## src/sv/hrbt_pkg.sv

```systemverilog
// hrbt_pkg: shared types, character codes and phase/tag encodings for the
// request byte tagger. No dependencies; imported by every module of the block.
`default_nettype none

package hrbt_pkg;

    localparam int LENGTH_BITS_DEF = 24;
    localparam int BODY_LEN_W      = 24;
    localparam int CLASS_W         = 4;
    localparam int STATUS_W        = 3;
    localparam int KPOS_W          = 4;

    typedef logic [7:0] t_byte;
    typedef logic [KPOS_W-1:0] t_kpos;

    localparam t_byte CH_CR    = 8'h0D;
    localparam t_byte CH_LF    = 8'h0A;
    localparam t_byte CH_SP    = 8'h20;
    localparam t_byte CH_TAB   = 8'h09;
    localparam t_byte CH_SLASH = 8'h2F;
    localparam t_byte CH_QUEST = 8'h3F;
    localparam t_byte CH_AMP   = 8'h26;
    localparam t_byte CH_EQ    = 8'h3D;
    localparam t_byte CH_COLON = 8'h3A;
    localparam t_byte CH_DOT   = 8'h2E;

    localparam t_kpos KPOS_FULL = 4'd14;
    localparam t_kpos KPOS_MISS = 4'd15;

    typedef enum logic [3:0] {
        PH_START,
        PH_METHOD,
        PH_URL,
        PH_QUERY,
        PH_PROTO,
        PH_REQ_END,
        PH_HEADER,
        PH_HDR_END,
        PH_BODY,
        PH_DONE,
        PH_BAD_METH,
        PH_BAD_URI,
        PH_BAD_VER,
        PH_BAD_LINE
    } t_phase;

    typedef enum logic [CLASS_W-1:0] {
        CL_DELIM,
        CL_METHOD,
        CL_PATH,
        CL_QKEY,
        CL_QVAL,
        CL_PROTO,
        CL_VERSION,
        CL_HKEY,
        CL_HVAL,
        CL_BODY
    } t_class;

    typedef enum logic [STATUS_W-1:0] {
        ST_BUSY,
        ST_DONE,
        ST_BAD_METHOD,
        ST_BAD_URI,
        ST_BAD_VERSION,
        ST_BAD_LINE
    } t_status;

    typedef struct packed {
        logic colon;
        logic hkdone;
        logic hval;
        logic hkey;
        logic ver;
        logic pslash;
        logic proto;
        logic qeq;
        logic qval;
        logic qkey;
        logic path;
    } t_flags;

    typedef struct packed {
        t_phase     phase;
        t_flags     flags;
        t_kpos      kpos;
        logic [1:0] blank;
    } t_ctl;

    typedef struct packed {
        t_class  cls;
        logic    first;
        logic    closed;
        t_status status;
    } t_tag;

    localparam t_ctl CTL_RESET = '{phase: PH_START, flags: '0, kpos: '0, blank: 2'd0};

    // characters of the Content-Length header name
    function automatic t_byte cl_char(input t_kpos pos);
        t_byte ch;
        case (pos)
            4'd0:    ch = 8'h43;
            4'd1:    ch = 8'h6F;
            4'd2:    ch = 8'h6E;
            4'd3:    ch = 8'h74;
            4'd4:    ch = 8'h65;
            4'd5:    ch = 8'h6E;
            4'd6:    ch = 8'h74;
            4'd7:    ch = 8'h2D;
            4'd8:    ch = 8'h4C;
            4'd9:    ch = 8'h65;
            4'd10:   ch = 8'h6E;
            4'd11:   ch = 8'h67;
            4'd12:   ch = 8'h74;
            4'd13:   ch = 8'h68;
            default: ch = 8'h00;
        endcase
        return ch;
    endfunction

endpackage

`default_nettype wire

```

## src/sv/hrbt_step.sv

```systemverilog
// hrbt_step: per-byte parser step, from the current parser state and one byte
// to the next state and the byte's tags. Depends on hrbt_pkg.
`default_nettype none

module hrbt_step
    import hrbt_pkg::*;
#(
    parameter int LENGTH_BITS = LENGTH_BITS_DEF
) (
    input  t_byte                  i_byte,
    input  logic                   i_new,
    input  t_ctl                   i_ctl,
    input  logic [LENGTH_BITS-1:0] i_len,
    input  logic [LENGTH_BITS-1:0] i_left,
    output t_ctl                   o_ctl,
    output logic [LENGTH_BITS-1:0] o_len,
    output logic [LENGTH_BITS-1:0] o_left,
    output t_tag                   o_tag
);

    t_ctl                   cur;
    logic [LENGTH_BITS-1:0] cur_len;
    logic [LENGTH_BITS-1:0] cur_left;
    logic [LENGTH_BITS+3:0] len_x10;
    logic [LENGTH_BITS-1:0] len_sat;
    logic                   c_blank;
    logic                   c_skip;
    logic                   c_upper;
    logic                   c_digit;
    t_phase                 ph;
    t_flags                 f;
    t_kpos                  kp;
    logic [1:0]             bl;
    logic [LENGTH_BITS-1:0] ln;
    logic [LENGTH_BITS-1:0] lf;
    t_class                 cls;
    logic                   first;
    logic                   closed;

    assign cur      = i_new ? CTL_RESET : i_ctl;
    assign cur_len  = i_new ? '0 : i_len;
    assign cur_left = i_new ? '0 : i_left;

    assign c_blank = (i_byte == CH_SP) || (i_byte == CH_TAB);
    assign c_skip  = (i_byte == CH_CR) || (i_byte == CH_LF) || (i_byte == CH_SP);
    assign c_upper = (i_byte >= 8'h41) && (i_byte <= 8'h5A);
    assign c_digit = (i_byte >= 8'h30) && (i_byte <= 8'h39);

    // len * 10 + digit, saturating
    assign len_x10 = ({4'd0, cur_len} << 3) + ({4'd0, cur_len} << 1)
                   + {{LENGTH_BITS{1'b0}}, i_byte[3:0]};
    assign len_sat = (len_x10[LENGTH_BITS+3:LENGTH_BITS] != 4'd0) ? '1
                   : len_x10[LENGTH_BITS-1:0];

    always_comb begin
        ph     = cur.phase;
        f      = cur.flags;
        kp     = cur.kpos;
        bl     = cur.blank;
        ln     = cur_len;
        lf     = cur_left;
        cls    = CL_DELIM;
        first  = 1'b0;
        closed = 1'b0;
        unique case (cur.phase) inside
            PH_START: begin
                if (c_skip) begin
                end else if (c_upper) begin
                    ph    = PH_METHOD;
                    cls   = CL_METHOD;
                    first = 1'b1;
                end else begin
                    ph = PH_BAD_METH;
                end
            end
            PH_METHOD: begin
                if (c_blank) begin
                    closed = 1'b1;
                    ph     = PH_URL;
                end else begin
                    cls = CL_METHOD;
                end
            end
            PH_URL: begin
                if (i_byte == CH_SLASH) begin
                    cls = CL_PATH;
                    if (!f.path) begin
                        f.path = 1'b1;
                        first  = 1'b1;
                    end
                end else if (c_blank || i_byte == CH_QUEST) begin
                    if (f.path) begin
                        closed = 1'b1;
                        ph     = (i_byte == CH_QUEST) ? PH_QUERY : PH_PROTO;
                    end
                end else if (f.path) begin
                    cls = CL_PATH;
                end
            end
            PH_QUERY: begin
                if (c_skip && !(f.qkey || f.qval)) begin
                    ph = PH_BAD_URI;
                end else if (i_byte == CH_EQ) begin
                    if (f.qkey && !(f.qeq || f.qval)) closed = 1'b1;
                    f.qeq = 1'b1;
                end else if (c_blank || i_byte == CH_AMP) begin
                    if (f.qval || (f.qkey && !f.qeq)) closed = 1'b1;
                    f.qkey = 1'b0;
                    f.qval = 1'b0;
                    f.qeq  = 1'b0;
                    if (i_byte != CH_AMP) ph = PH_PROTO;
                end else begin
                    if (f.qeq && !f.qval) begin
                        f.qval = 1'b1;
                        f.qkey = 1'b1;
                        f.qeq  = 1'b0;
                        first  = 1'b1;
                    end else if (!f.qkey) begin
                        f.qkey = 1'b1;
                        first  = 1'b1;
                    end
                    cls = f.qval ? CL_QVAL : CL_QKEY;
                end
            end
            PH_PROTO: begin
                if (c_blank && !f.proto) begin
                end else if (i_byte == CH_SLASH) begin
                    if (f.proto && !f.pslash) closed = 1'b1;
                    f.pslash = 1'b1;
                end else if (f.pslash) begin
                    if (c_digit && !f.ver) begin
                        f.ver = 1'b1;
                        cls   = CL_VERSION;
                        first = 1'b1;
                    end else if (i_byte == CH_CR) begin
                        if (f.ver) closed = 1'b1;
                        ph = PH_REQ_END;
                    end else if (f.ver) begin
                        if (c_digit || i_byte == CH_DOT) cls = CL_VERSION;
                        else ph = PH_BAD_VER;
                    end
                end else begin
                    if (!f.proto) begin
                        f.proto = 1'b1;
                        first   = 1'b1;
                    end
                    cls = CL_PROTO;
                end
            end
            PH_REQ_END, PH_HDR_END: begin
                if (i_byte == CH_LF) begin
                    ph = PH_HEADER;
                    bl = 2'd1;
                end else begin
                    ph = PH_BAD_LINE;
                end
            end
            PH_HEADER: begin
                if (cur.blank == 2'd1 && i_byte == CH_CR) begin
                    bl = 2'd2;
                end else if (cur.blank == 2'd2 && i_byte == CH_LF) begin
                    bl = 2'd0;
                    if (cur_len != '0) begin
                        lf = cur_len;
                        ph = PH_BODY;
                    end else begin
                        ph = PH_DONE;
                    end
                end else begin
                    bl = 2'd0;
                    if (c_skip && !f.hkey) begin
                    end else if (i_byte == CH_COLON) begin
                        if (f.hkey && !f.colon) begin
                            f.hkdone = 1'b1;
                            f.colon  = 1'b1;
                            closed   = 1'b1;
                            if (kp == KPOS_FULL) ln = '0;
                            else kp = KPOS_MISS;
                        end else if (f.hval) begin
                            cls = CL_HVAL;
                            if (kp == KPOS_FULL) kp = KPOS_MISS;
                        end
                    end else if (i_byte == CH_CR) begin
                        if (f.hval || !f.colon) closed = 1'b1;
                        f.hkey   = 1'b0;
                        f.hval   = 1'b0;
                        f.hkdone = 1'b0;
                        f.colon  = 1'b0;
                        ph       = PH_HDR_END;
                    end else begin
                        if (!f.hkey) begin
                            f.hkey = 1'b1;
                            kp     = '0;
                            first  = 1'b1;
                        end
                        if (f.hkdone && !f.hval) begin
                            f.hval   = 1'b1;
                            f.hkdone = 1'b0;
                            first    = 1'b1;
                        end
                        if (f.hval) begin
                            cls = CL_HVAL;
                            if (kp == KPOS_FULL) begin
                                if (c_digit) ln = len_sat;
                                else if (i_byte != CH_SP) kp = KPOS_MISS;
                            end
                        end else begin
                            cls = CL_HKEY;
                            if (!f.colon && i_byte != CH_SP) begin
                                if (kp < KPOS_FULL && i_byte == cl_char(kp)) kp = kp + 4'd1;
                                else kp = KPOS_MISS;
                            end
                        end
                    end
                end
            end
            PH_BODY: begin
                cls = CL_BODY;
                if (cur_left == cur_len) first = 1'b1;
                if (cur_left != '0) lf = cur_left - 1'b1;
                if (lf == '0) ph = PH_DONE;
            end
            default: begin
            end
        endcase
    end

    always_comb begin
        o_ctl.phase  = ph;
        o_ctl.flags  = f;
        o_ctl.kpos   = kp;
        o_ctl.blank  = bl;
        o_len        = ln;
        o_left       = lf;
        o_tag.cls    = cls;
        o_tag.first  = first;
        o_tag.closed = closed;
        unique case (ph)
            PH_DONE:     o_tag.status = ST_DONE;
            PH_BAD_METH: o_tag.status = ST_BAD_METHOD;
            PH_BAD_URI:  o_tag.status = ST_BAD_URI;
            PH_BAD_VER:  o_tag.status = ST_BAD_VERSION;
            PH_BAD_LINE: o_tag.status = ST_BAD_LINE;
            default:     o_tag.status = ST_BUSY;
        endcase
    end

endmodule

`default_nettype wire

```

## src/sv/http_request_byte_tagger.sv

```systemverilog
// http_request_byte_tagger: top level with input register, parser state and
// result register around hrbt_step. Depends on hrbt_pkg and hrbt_step.
//
// Usage: one request byte enters on the input channel (i_valid, i_data_byte,
// i_new_request, o_stall) and one tag record leaves on the output channel
// (o_valid, o_byte_class, o_token_first, o_token_closed, o_status,
// o_body_length, i_stall). Each transfer takes place at a rising edge with
// valid high and stall low. i_new_request returns the parser to its start
// state just before its own byte is parsed.
// A byte accepted from the input channel is parsed out of the input register, and
// its result is written into the result register, with o_valid high, from which
// it can leave. Throughput is one byte per cycle while the receiver does not
// stall; the parser state loop runs from its own registers through hrbt_step alone.
// While the receiver stalls, the result register holds; one further byte may
// sit in the input register, and then o_stall rises until the result is taken.
// Reset (synchronous, active low) empties both registers and puts the parser
// in its start state with no length seen.
`default_nettype none

module http_request_byte_tagger
    import hrbt_pkg::*;
#(
    parameter int LENGTH_BITS = LENGTH_BITS_DEF
) (
    input  logic                  i_clk,
    input  logic                  i_rst_n,
    input  logic                  i_valid,
    output logic                  o_stall,
    input  logic [7:0]            i_data_byte,
    input  logic                  i_new_request,
    output logic                  o_valid,
    input  logic                  i_stall,
    output logic [CLASS_W-1:0]    o_byte_class,
    output logic                  o_token_first,
    output logic                  o_token_closed,
    output logic [STATUS_W-1:0]   o_status,
    output logic [BODY_LEN_W-1:0] o_body_length
);

    logic                   r_in_valid;
    t_byte                  r_byte;
    logic                   r_new;
    logic                   r_out_valid;
    t_tag                   r_tag;
    logic [BODY_LEN_W-1:0]  r_body_length;
    t_ctl                   r_ctl;
    logic [LENGTH_BITS-1:0] r_len;
    logic [LENGTH_BITS-1:0] r_left;
    t_ctl                   n_ctl;
    logic [LENGTH_BITS-1:0] n_len;
    logic [LENGTH_BITS-1:0] n_left;
    t_tag                   n_tag;
    logic                   out_ready;
    logic                   step_fire;

    assign out_ready = !r_out_valid || !i_stall;
    assign step_fire = r_in_valid && out_ready;
    assign o_stall   = r_in_valid && !out_ready;

    hrbt_step #(
        .LENGTH_BITS(LENGTH_BITS)
    ) u_step (
        .i_byte (r_byte),
        .i_new  (r_new),
        .i_ctl  (r_ctl),
        .i_len  (r_len),
        .i_left (r_left),
        .o_ctl  (n_ctl),
        .o_len  (n_len),
        .o_left (n_left),
        .o_tag  (n_tag)
    );

    always_ff @(posedge i_clk) begin
        if (!i_rst_n) begin
            r_in_valid  <= 1'b0;
            r_out_valid <= 1'b0;
            r_ctl       <= CTL_RESET;
            r_len       <= '0;
            r_left      <= '0;
        end else begin
            if (!o_stall) r_in_valid <= i_valid;
            if (out_ready) r_out_valid <= r_in_valid;
            if (step_fire) begin
                r_ctl  <= n_ctl;
                r_len  <= n_len;
                r_left <= n_left;
            end
        end
    end

    // payload registers
    always_ff @(posedge i_clk) begin
        if (!o_stall && i_valid) begin
            r_byte <= i_data_byte;
            r_new  <= i_new_request;
        end
        if (step_fire) begin
            r_tag         <= n_tag;
            r_body_length <= BODY_LEN_W'(n_len);
        end
    end

    assign o_valid        = r_out_valid;
    assign o_byte_class   = r_tag.cls;
    assign o_token_first  = r_tag.first;
    assign o_token_closed = r_tag.closed;
    assign o_status       = r_tag.status;
    assign o_body_length  = r_body_length;

    a_body_left_nonzero: assert property (@(posedge i_clk) disable iff (!i_rst_n)
        r_ctl.phase == PH_BODY |-> r_left != '0)
        else $error("body phase with nothing left to count");

    a_left_within_len: assert property (@(posedge i_clk) disable iff (!i_rst_n)
        r_left <= r_len)
        else $error("body count exceeds content length");

    a_stall_only_when_full: assert property (@(posedge i_clk) disable iff (!i_rst_n)
        o_stall |-> r_in_valid && r_out_valid && i_stall)
        else $error("input stalled while a register is free");

    a_held_result: assert property (@(posedge i_clk) disable iff (!i_rst_n)
        o_valid && i_stall |=> $stable(r_ctl) && $stable(r_len))
        else $error("parser state moved while result was held");

endmodule

`default_nettype wire

```

## config.mk

```make
export PLATFORM = sky130hd
export DESIGN_NAME = http_request_byte_tagger
export DESIGN_NICKNAME = d
export VERILOG_FILES = /design/src/sv/hrbt_pkg.sv /design/src/sv/hrbt_step.sv /design/src/sv/http_request_byte_tagger.sv
export SDC_FILE = /design/constraint.sdc
export NUM_CORES = 1
export LEC_CHECK = 0
export BUFFER_PORTS_ARGS = -buffer_cell sky130_fd_sc_hd__clkbuf_2
export CORE_MARGIN = 2
export CORE_UTILIZATION = 43
export DETAILED_ROUTE_END_ITERATION = 8
export SYNTH_ARGS = -nofsm -noshare
export SYNTH_HDL_FRONTEND = slang
export SYNTH_SLANG_ARGS = --single-unit
export TNS_END_PERCENT = 50
```

## constraint.sdc

```tcl
create_clock -name i_clk -period 7.7 [get_ports i_clk]
set_clock_uncertainty 0.1 [all_clocks]
set_input_delay 0.385 -clock i_clk [delete_from_list [all_inputs] [get_ports i_clk]]
set_output_delay 0.385 -clock i_clk [all_outputs]
set_load 0.01 [all_outputs]
```

==> results.md, run 1 <==
Timing:
- Setup repair after global routing left no endpoint under its margin.
- The number of pins exceeding their max-slew limit in the final report is 0.
- Of the available clock period, the critical path in the final layout requires 0.720.
- For the final routed database, the setup TNS stands at 0 ns.
- The final count of hold timing violations is 0.
- Setup slack on the critical path of the routed design comes to 2.16 ns.
- Timing would allow up to 180 MHz.
- For the finished layout, the period the worst path requires is 5.54 ns.
- Setup violations remaining at the end of the flow were counted as 0.
- Final hold analysis gives a worst-case slack of 0.0263 ns.
- Measured against its own limit, the worst slew margin works out to 0.318.
- The slew at the pin with the worst max-slew slack is 1.01 ns.

Clock tree:
- Clock tree synthesis selected as its root buffer the cell sky130_fd_sc_hd__clkbuf_16.
- The H-tree generated during clock tree synthesis spans 4 levels.
- Clock tree synthesis inserted a total of 17 buffers.
- After clock tree synthesis, the clock-pin slew on the worst setup and hold paths is 0.07 ns.
- The number of gates resized after cts is 0.
- The maximum clock insertion buffer count is 2.
- The hold-fix buffer count after cts is 0.
- Once the clock tree was built, the setup fixing pass inserted 0 buffers.
- The clock sink total is 113.
- Clock latency on the worst-skew pair, taken at its later pin, is 0.43 ns.
- The clock tree from TritonCTS is done.

Die:
- The chip width is 156 um.
- The die covers 24500 um2.
- The site row count is 55.
- Pin placement for this block handled 48 I/O pins.
- For this configuration, the core starts out at a cell density of 0.440.
- The core region is 22700 um2.
- The die height is 156 um.

Cells and area:
- The layout has 2303 filler cells.
- The share of layout cells above drive strength 1 is 0.0993.
- The area growth from synthesis to layout is 9.78%.
- The library cells used most frequently in the layout, excluding fill and tap cells, are 137 x sky130_fd_sc_hd__nand2_1, 113 x sky130_fd_sc_hd__o21ai_0, 110 x sky130_fd_sc_hd__nor2_1.
- The final standard cell count with taps included and fillers excluded is 1625.
- At the end of the flow, the number of nets in the layout was 1395.
- The number of antenna diodes in the final layout is 0.
- The most common cell after layout, fill and taps aside is sky130_fd_sc_hd__nand2_1.

Synthesis:
- The number of register bits inferred by synthesis is 113.
- Counting flops with a built-in enable in the synthesized netlist gives 42.
- Synthesis instantiated 86 different standard cells from the library.
- The sequential element share of the synthesized area is 0.268.
- The dominant register cell in the synthesized netlist is sky130_fd_sc_hd__dfxtp_1.
- The fraction of synthesis flops using an asynchronous set or reset pin is 0.
- The number of nets handed over by synthesis was 1408.
- The Yosys step of the flow raised 0 warnings.
- The mean post-synth cell area is 7.46 um2.
- The synthesized instance count is 1340.
- The cell area that synthesis handed to floorplanning was 10000 um2.

Setup path:
- The required time of the critical path is 7.75 ns.
- The endpoint kind of the worst setup timing path is a flip-flop.
- The critical-path maximum fanout is 32.
- The data arrival time at the worst-slack endpoint is 5.60 ns.
- The nature of the critical path startpoint is a flip-flop.
- The start-to-end type of the worst setup path is reg2reg.
- The worst register-to-register path has a depth of 14.

GRT:
- For met1 alone, demand over resource in global routing was 0.380.
- The global-route layer with the greatest usage is met2.
- The number of antenna violations at the first check in global routing is 1.
- The first global-routing pass estimated 55300 um of wire.
- The met2 usage is 0.468.
- The global-route total usage across every layer is 0.286.
- The via count of the first global-routing pass came to 9949.
- Entering global routing, the biggest net connects 63 pins.
- For met3 alone, demand over resource in global routing was 0.0468.
- For this run the aggregate overflow at the end of global routing stands at 0.

Detailed routing:
- After detailed routing, the average wire length per cell comes to 22.0 um.
- Summed over all layers, the routed wires come to 35700 um.
- The number of detailed-route iterations in the first pass is 5.
- For this run, design rule violations remaining after detail routing come to 0.
- Using the TritonRoute via totals, the vias-per-cell ratio works out to 6.67.
- Once detail routing completed, the nets flagged for antenna violations numbered 0.
- The first routing iteration left 1280 violations.
- For this block, the via count after detailed routing is 10800.

Pwr:
- In this run the power spent charging and discharging nets is 0.000536 W.
- The logic gate share of total power is 0.134.
- Of the total power, the share spent switching nets is 0.304.
- For this design the ratio of total power to cell area is 161 nW/um2.
- The internal portion of the total power is 0.00123 W.
- Of the total power, the clock network draws 0.485.
- For this design the static power due to leakage is 4.21 nW.
- Of the total power, registers draw 0.381.
- The maximum vdd ir drop is 0.0986 mV.

Worst hold path:
- The worst min-delay path class is in2reg.
- The hold-critical path depth is 1.

Placed design:
- The number of input and output port buffers inserted is 47.
- In this run, placement finished with an instance count of 1593.
- The post-place setup slack is 2.31 ns.
- The detailed placement HPWL is 24900 um.
- The global placement routability congestion is 0.931.

Run status:
- The run finished with clean final reports.

Job:
- Max-cap violations in this run came to 0.
## cells by family after synthesis
group | count (synthesis) | share of synthesized area
multiplexers | 5 | 0.00513
XOR/XNOR | 28 | 0.0245
AO/OA/AOI/OAI | 456 | 0.297
buffers and inverters | 143 | 0.0574
AND/OR/NAND/NOR | 540 | 0.278
adder cells (fa/ha/maj) | 55 | 0.0703
flip-flops | 113 | 0.268
## per-stage QoR
stage          power [W]  area (um2)   util
5_1_grt          0.00182       11000  0.483
3_5_place_dp    0.000915       10400  0.456
2_1_floorplan   0.000848       10000      -
4_1_cts          0.00176       11000  0.483
6_report         0.00176       11000  0.483
3_3_place_gp    0.000914       10400  0.456
## critical path, cell delays in order (launching register included)
cell and delay (ns):
sky130_fd_sc_hd__edfxtp_1 0.90, sky130_fd_sc_hd__inv_2 0.45, sky130_fd_sc_hd__nand2_1 0.27, sky130_fd_sc_hd__inv_1 0.11, sky130_fd_sc_hd__ha_1 0.29, sky130_fd_sc_hd__ha_1 0.36, sky130_fd_sc_hd__a211oi_1 0.30, sky130_fd_sc_hd__o211ai_1 0.19
sky130_fd_sc_hd__a221oi_2 0.51, sky130_fd_sc_hd__o21ai_1 0.19, sky130_fd_sc_hd__a2111oi_0 0.57, sky130_fd_sc_hd__nor3_2 0.09, sky130_fd_sc_hd__buf_4 0.26, sky130_fd_sc_hd__a2111oi_0 0.54, sky130_fd_sc_hd__o22ai_1 0.12
## layout make-up
type	count	area, um2	share of cell area
timing repair buffer	65	370	0.0337
tap	285	357	0.0325
inverter	46	174	0.0158
clock buffer	18	450	0.0410
sequential	113	2680	0.244
multi-input combinational	1084	6780	0.617
clock inverter	14	169	0.0154
## Yosys cell counts (13+ instances only)
| cell type | number | share of area |
|---|---|---|
| sky130_fd_sc_hd__nand4_1 | 15 | 0.0094 |
| sky130_fd_sc_hd__edfxtp_1 | 42 | 0.13 |
| sky130_fd_sc_hd__nor3_1 | 48 | 0.024 |
| sky130_fd_sc_hd__a211oi_1 | 13 | 0.0098 |
| sky130_fd_sc_hd__o22ai_1 | 15 | 0.0094 |
| sky130_fd_sc_hd__and3_1 | 19 | 0.012 |
| sky130_fd_sc_hd__xnor2_1 | 13 | 0.011 |
| sky130_fd_sc_hd__o211ai_1 | 18 | 0.014 |
| sky130_fd_sc_hd__o21ai_0 | 113 | 0.057 |
| sky130_fd_sc_hd__nand2_1 | 137 | 0.051 |
| sky130_fd_sc_hd__nor2b_1 | 29 | 0.018 |
| sky130_fd_sc_hd__xor2_1 | 15 | 0.013 |
| sky130_fd_sc_hd__dfxtp_1 | 71 | 0.14 |
| sky130_fd_sc_hd__nor4_1 | 41 | 0.026 |
| sky130_fd_sc_hd__a21oi_1 | 105 | 0.053 |
| sky130_fd_sc_hd__clkbuf_1 | 81 | 0.030 |
| sky130_fd_sc_hd__a31oi_1 | 26 | 0.016 |
| sky130_fd_sc_hd__or3_1 | 16 | 0.010 |
| sky130_fd_sc_hd__nand3_1 | 42 | 0.021 |
| sky130_fd_sc_hd__o21a_1 | 13 | 0.0098 |
| sky130_fd_sc_hd__ha_1 | 53 | 0.066 |
| sky130_fd_sc_hd__a21o_1 | 16 | 0.012 |
| sky130_fd_sc_hd__a22oi_1 | 15 | 0.011 |
| sky130_fd_sc_hd__nor2_1 | 110 | 0.041 |
| sky130_fd_sc_hd__inv_1 | 45 | 0.017 |
## power groups by stage
stage | clock network, W | registers (W) | logic, W
2_1_floorplan | 0 | 0.000671 | 0.000177
3_3_place_gp | 0 | 0.000684 | 0.000229
3_5_place_dp | 0 | 0.000684 | 0.000231
4_1_cts | 0.000857 | 0.000671 | 0.000231
5_1_grt | 0.000886 | 0.000675 | 0.000257
6_report | 0.000855 | 0.000673 | 0.000236
## state kept, by name, indices dropped and copies added (netlist names)
name	flops
o_status	3
o_token_closed	1
r_byte	8
r_in_valid	1
o_byte_class	4
o_valid	1
r_new	1
o_body_length	24
o_token_first	1
r_len	24
r_ctl	21
r_left	24
## layer usage
| layer | up-vias | part of all wire |
|---|---|---|
| met2 | 533 | 0.46 |
| met5 | - | 0 |
| met3 | 82 | 0.079 |
| met1 | 5184 | 0.43 |
| met4 | 0 | 0.026 |
| li1 | 5035 | - |
## worst paths after layout
kind | slack, ns | end | startpoint
max | 2.16 | o_body_length[23] | r_new
min | 0.03 | r_byte[7] | i_data_byte[7]
max reg2reg | 2.16 | o_body_length[23] | r_new
min reg2reg | 0.39 | o_valid | r_in_valid
Power figures use the tool's default switching activity.
==> run 2, diff against run 1 <==
- clock period: 7.7 -> 5.1 ns (I/O delays scaled with it)
==> results.md, run 2 (synthesized netlist as in run 1, its figures left out) <==
Pwr:
- Summed over all cells, the static leakage comes to 4.31 nW.
- The power per cell area is 232 nW/um2.
- VDD sags by at most 0.219 mV.

Setup path:
- The setup slack on the worst flop-to-flop path is 0.30 ns.
- Measured in cells, the most critical reg-to-reg path has a length of 12.
- The nature of the critical path startpoint is a flip-flop.
- The data arrival time at the worst-slack endpoint is 4.84 ns.
- The slowest stage of the critical path belongs to the cell sky130_fd_sc_hd__fa_1.
- Of all nets on the critical path, the largest fanout is 26.
- The required time of the critical path is 5.15 ns.
- The endpoint of the lowest-slack register-to-register path is o_body_length[10].
- The launching point of the worst reg2reg path is r_new.
- The number of buffers and inverters on the critical path is 1.
- The family of cells with the greatest summed delay on the critical path is compound AO/OA/AOI/OAI gates.
- For this run, the slowest stage of the critical path takes 0.52 ns.
- The start-to-end type of the worst setup path is reg2reg.
- The endpoint kind of the worst setup timing path is a flip-flop.
- Walking the worst path, the cells encountered are nor2b_2 > fa_1 > fa_1 > a211oi_1 > o211ai_1 > a221oi_4 > o21ai_1 > a2111oi_2 > nor3_2 > buf_4 > nor4_1 > o22ai_1.
- Among the stages of the critical path, the cell type that occurs most often is sky130_fd_sc_hd__fa_1.

Clock tree:
- After clock tree synthesis, the setup repair step added 0 buffers.
- The clock tree from TritonCTS is done.
- The H-tree generated during clock tree synthesis spans 4 levels.
- The maximum clock insertion buffer count is 2.
- Counting the buffers created by CTS gives 17.
- CTS placed an instance of sky130_fd_sc_hd__clkbuf_16 at the clock tree root.
- The clock input transition at the sequential cells of the worst setup and hold paths is 0.07 ns.
- The later pin in the worst-skew pair is clocked with a latency of 0.43 ns.
- The clock sink total is 113.

Die:
- In this run the core area contains 55 standard-cell rows.
- For this configuration, the core starts out at a cell density of 0.440.
- The floorplan step defined a core boundary enclosing 22700 um2.
- The die height is 156 um.
- The total die area is 24500 um2.
- The chip width is 156 um.
- The number of primary I/O pins is 48.

Detailed routing:
- The detailed router's first-iteration violation count is 1007.
- The routed wire length is 36100 um.
- Summing over every cut layer, the via total after detailed routing is 11000.
- Wire segments on met2 add up to 16800 um in the final route.
- The routed length on met1 is 15000 um.
- The number of detailed-route iterations in the first pass is 6.
- Wire segments on met3 add up to 2770 um in the final route.
- In this run the remaining antenna-violating nets after routing total 0.
- The routed via count divided by cell count is 6.66.
- The topmost layer with routed signal wires is met4.
- Dividing the detail-routed wire length by the instance count gives 21.9 um.
- The count of unresolved DRC violations after routing is 0.

Worst hold path:
- Along the worst hold path, the cell count comes to 2.
- In this run the worst hold path is classified as reg2reg.
- The start point of the worst hold path is r_in_valid.
- The end of the worst hold path is o_valid.

Cells and area:
- The finished cells cover 11200 um2.
- The library cells used most frequently in the layout, excluding fill and tap cells, are 137 x sky130_fd_sc_hd__nand2_1, 113 x sky130_fd_sc_hd__o21ai_0, 110 x sky130_fd_sc_hd__nor2_1.
- The number of nets at the end of the flow is 1420.
- The count of cells in the finished layout, fillers not included, comes to 1650.
- From synthesis to final layout, the design area changed by 12.0%.
- The most common cell after layout, fill and taps aside is sky130_fd_sc_hd__nand2_1.
- The antenna diode instance count is 0.
- In the final layout, the share of cells above drive strength 1 is 0.111.

Timing:
- The tightest hold margin is 0.394 ns.
- The number of pins exceeding their max-slew limit in the final report was 0.
- Setup repair after global routing left no endpoint under its margin.
- For this run, the top clock speed supported by timing is 209 MHz.
- The worst-case headroom to the max-slew limit is 0.301.
- The slew at the pin with the worst max-slew slack is 1.04 ns.
- Dividing the final minimum period by the clock period gives 0.940.
- The final count of hold timing violations is 0.
- The setup violation total in the final timing report is 0.
- The clock period could shrink to 4.80 ns.
- After routing, the total negative slack on setup checks comes to 0 ns.

GRT:
- The via count of the first global-routing pass is 10300.
- The overflow left after global routing is 0.
- The number of antenna violations at the first check in global routing is 0.
- The global-route total usage across every layer is 0.291.
- The first global-routing pass estimated 56200 um of wire.
- Entering global routing, the biggest net connects 75 pins.

Placed design:
- Routability-driven placement finished with a final weighted congestion of 0.933.
- During placement, the flow inserted port buffers numbering 47.
- The detailed placement HPWL is 25800 um.
- In this run, placement finished with an instance count of 1607.
- Summing all placed instances gives a cell area of 10500 um2.

Run status:
- The flow ran to the end, and the final reports show no timing, DRC or antenna violations.

Job:
- The max capacitance violation total is 0.
==> run 2: routing by layer <==
layer | vias up | GRT usage
met5 | - | 0
met4 | 0 | 0.137
met3 | 109 | 0.0454
met2 | 575 | 0.475
met1 | 5221 | 0.378
li1 | 5079 | -
==> run 2: worst max-delay path by stage <==
stage	startpoint	end	slack (ns)	depth (start not counted)
2_1_floorplan	r_new	o_body_length[16]	0.02	17
3_3_place_gp	r_new	o_body_length[16]	0.35	13
3_5_place_dp	r_new	o_body_length[12]	0.13	12
4_1_cts	r_new	o_body_length[12]	0.09	12
5_1_grt	r_new	o_body_length[4]	0.08	12
6_report	r_new	o_body_length[10]	0.30	12
==> run 2: area by class of cell <==
class | count | area (um2)
Sequential cell | 113 | 2680
Clock inverter | 14 | 143
Tap cell | 285 | 357
Clock buffer | 18 | 450
Multi-Input combinational cell | 1084 | 6810
Fill cell | 2220 | 11500
Timing Repair Buffer | 90 | 586
Inverter | 46 | 174
==> run 2: worst register-to-register path, cell delays in order, from the launching register on <==
cell and delay [ns]:
sky130_fd_sc_hd__edfxtp_1 0.50, sky130_fd_sc_hd__nor2b_2 0.30, sky130_fd_sc_hd__fa_1 0.52, sky130_fd_sc_hd__fa_1 0.52, sky130_fd_sc_hd__a211oi_1 0.34, sky130_fd_sc_hd__o211ai_1 0.22, sky130_fd_sc_hd__a221oi_4 0.43, sky130_fd_sc_hd__o21ai_1 0.18
sky130_fd_sc_hd__a2111oi_2 0.42, sky130_fd_sc_hd__nor3_2 0.15, sky130_fd_sc_hd__buf_4 0.27, sky130_fd_sc_hd__nor4_1 0.43, sky130_fd_sc_hd__o22ai_1 0.12
==> run 2: stage by stage <==
stage	worst slack (ns)	total power, W	utilization
global route	0.0844	0.00269	0.493
CTS	0.0945	0.00260	0.492
finish	0.305	0.00260	0.493
global placement	0.353	0.00138	0.461
detailed placement	0.127	0.00138	0.461
floorplan	0.0212	0.00128	-
==> run 2: report_power, final <==
group | internal, W | switching, W
combinational | 0.000126 | 0.000244
sequential | 0.000968 | 0.0000448
clock | 0.000714 | 0.000504
==> run 2: repair_timing <==
item	4_1_cts	5_1_grt
setup endpoints to repair	0	28
hold endpoints to repair	11	0
hold buffers	11	0
resized for setup	0	6
==> run 3, diff against run 2 <==
- CELL_PAD_IN_SITES_DETAIL_PLACEMENT: unset -> 0
- CELL_PAD_IN_SITES_GLOBAL_PLACEMENT: unset -> 2
- CORE_UTILIZATION: 43 -> 37
- PLACE_DENSITY_LB_ADDON: unset -> 0.1
==> results.md, run 3 (synthesized netlist as in run 1, its figures left out) <==
Run status:
- The run finished with clean final reports.

Setup path:
- The endpoint of the lowest-slack register-to-register path is o_body_length[23].
- The data arrival time at the worst-slack endpoint is 4.80 ns.
- The launch point of the critical path is r_new.
- The most critical setup path has its endpoint at o_body_length[23].
- For the worst setup path, the data required time is 5.14 ns.
- The launching point of the worst reg2reg path is r_new.
- The start-to-end type of the worst setup path is reg2reg.
- The critical-path maximum fanout is 8.
- STA classifies the critical path endpoint as a flip-flop.
- Across all register-to-register paths, the minimum setup slack is 0.34 ns.
- STA classifies the critical path startpoint as a flip-flop.
- Measured in cells, the most critical reg-to-reg path has a length of 12.

Timing:
- Setup repair after global routing left no endpoint under its margin.
- The setup violation total in the final timing report is 0.
- Derived from the worst setup path, the maximum achievable clock frequency is 210 MHz.
- The final count of hold timing violations is 0.
- The tightest hold margin is 0.178 ns.
- The worst path setup slack after routing is 0.341 ns.
- Adding up every negative setup slack in the final design gives 0 ns.
- The smallest clock period supported by the final layout is computed as 4.76 ns.
- The fraction of the cycle the final worst path needs is 0.933.
- In this run the tightest slew margin relative to its limit is 0.370.
- For the pin with the worst max-slew slack, the measured transition is 0.937 ns.
- The number of pins exceeding their max-slew limit in the final report is 0.

Detailed routing:
- After detailed routing, the average wire length per cell comes to 22.6 um.
- The detailed router's first-iteration violation count is 1015.
- Dividing the detail-routed via count by the number of cells gives 6.22.
- For this run, design rule violations remaining after detail routing come to 0.
- Wires add up to 38700 um.
- The number of detailed-route iterations in the first pass is 5.
- The count of nets left with antenna violations once routing finished came out at 0.
- The number of vias in the routed layout is 10700.

Pwr:
- The switching part of the total is 0.302.
- Of the total power, combinational logic draws 0.145.
- The sequential share of power is 0.389.
- The maximum vdd ir drop is 0.209 mV.
- Summed over all cells, the static leakage comes to 4.36 nW.
- The power per cell area is 230 nW/um2.
- The analysis attributes to net switching a power of 0.000786 W.
- The part of the power in the clock network is 0.466.
- The cell-internal power is 0.00182 W.

Clock tree:
- CTS built an H-tree with a depth of 4.
- Counting the buffers created by CTS gives 17.
- The clock sink total is 113.
- TritonCTS built the clock tree.
- Clock tree synthesis selected as its root buffer the cell sky130_fd_sc_hd__clkbuf_16.
- The clock network latency to the later pin of the worst-skew pair is 0.43 ns.
- In this run the deepest clock path goes through 2 buffers.
- The clock input transition at the sequential cells of the worst setup and hold paths is 0.07 ns.

Die:
- The number of primary I/O pins is 48.
- The floorplan has 60 rows.
- The chip width is 168 um.
- For this configuration, the core starts out at a cell density of 0.374.
- The total area inside the core boundary comes to 26700 um2.
- The die height is 168 um.
- The total die area is 28400 um2.

Job:
- The tool flagged a number of max-cap violations equal to 0.

Placed design:
- At the end of routability-driven placement, the weighted congestion stood at 0.858.
- The detailed placement HPWL is 28400 um.
- After detailed placement, the design holds a cell count of 1674.
- Prior to clock tree synthesis, the placed netlist has a worst setup slack of 0.310 ns.
- Port buffering added 47 buffers.
- The cell area after placement is 10600 um2.

Worst hold path:
- The tightest min-delay check is of the in2reg type.

GRT:
- The via count of the first global-routing pass is 10200.
- Global routing finished with a remaining overflow of 0.
- The global-route total usage across every layer is 0.273.
- The pin count of the biggest net entering global routing is 75.
- The first global-routing pass estimated 60300 um of wire.
- The number of antenna violations at the first check in global routing is 0.

Cells and area:
- The share of layout cells above drive strength 1 is 0.116.
- The post-synthesis to final-layout area growth is 13.5%.
- The number of nets at the end of the flow is 1431.
- The library cell used most frequently in the layout, excluding fill and tap cells, is sky130_fd_sc_hd__nand2_1.
- The repair_antennas step left the layout with diodes totalling 0.
- The final design area excluding fillers is 11300 um2.
- The count of cells in the finished layout, fillers not included, comes to 1717.
- The library cells used most frequently in the layout, excluding fill and tap cells, are 137 x sky130_fd_sc_hd__nand2_1, 113 x sky130_fd_sc_hd__o21ai_0, 110 x sky130_fd_sc_hd__nor2_1.
-- run 3: changes by cell type in the layout (fill, tap and decap cells not counted), sizes merged --
cell    delta
clkinv     +6
inv        -6
bufinv     +1
clkbuf     -1
buf       +11
-- run 3: power groups by stage --
stage / logic [W] / registers, W / clock network (W)
6_report: 0.000378 / 0.00101 / 0.00121
3_5_place_dp: 0.000364 / 0.00103 / 0
3_3_place_gp: 0.000366 / 0.00103 / 0
2_1_floorplan: 0.000268 / 0.00101 / 0
4_1_cts: 0.000372 / 0.00101 / 0.00123
5_1_grt: 0.000413 / 0.00102 / 0.00128
-- run 3: per-stage QoR --
stage	total power [W]	util
4_1_cts	0.00262	0.424
2_1_floorplan	0.00128	-
3_3_place_gp	0.00140	0.398
6_report	0.00261	0.425
5_1_grt	0.00271	0.425
3_5_place_dp	0.00140	0.398
-- run 3: critical path, cell delays in order, from the launching register on --
cell	delay, ns
sky130_fd_sc_hd__edfxtp_1	0.51
sky130_fd_sc_hd__nor2b_2	0.32
sky130_fd_sc_hd__fa_1	0.51
sky130_fd_sc_hd__fa_1	0.50
sky130_fd_sc_hd__a211oi_1	0.36
sky130_fd_sc_hd__o211ai_1	0.19
sky130_fd_sc_hd__a221oi_2	0.37
sky130_fd_sc_hd__buf_4	0.21
sky130_fd_sc_hd__o221ai_1	0.14
sky130_fd_sc_hd__a31oi_1	0.26
sky130_fd_sc_hd__mux2i_2	0.18
sky130_fd_sc_hd__a2111oi_0	0.70
sky130_fd_sc_hd__o22ai_1	0.13
-- run 3: worst min path at each step --
stage	slack [ns]	depth (start not counted)	startpoint	to
6_report	0.18	3	i_rst_n	r_left[11]
5_1_grt	0.19	3	i_rst_n	r_left[1]
4_1_cts	0.17	3	i_rst_n	r_left[11]
3_5_place_dp	0.33	1	i_data_byte[6]	r_byte[6]
3_3_place_gp	0.33	1	i_data_byte[6]	r_byte[6]
2_1_floorplan	0.25	0	i_data_byte[0]	r_byte[0]
-- run 3: final cells by class --
class,count,area (um2)
Clock inverter,15,163
Inverter,46,174
Clock buffer,17,425
Fill cell,2861,15400
Multi-Input combinational cell,1084,6790
Sequential cell,113,2680
Tap cell,341,427
Timing Repair Buffer,101,681
-- run 3: timing repair --
item,in CTS,in global routing
gates resized for setup,0,2
setup endpoints to repair,0,6
setup buffers,0,0
hold buffers,11,0
hold endpoints to repair,11,0
-- run 3: metal layers --
layer	track usage	wire (um)
met1	0.355	17400
met2	0.466	18500
met3	0.0400	1770
met4	0.0873	1060
met5	0	0
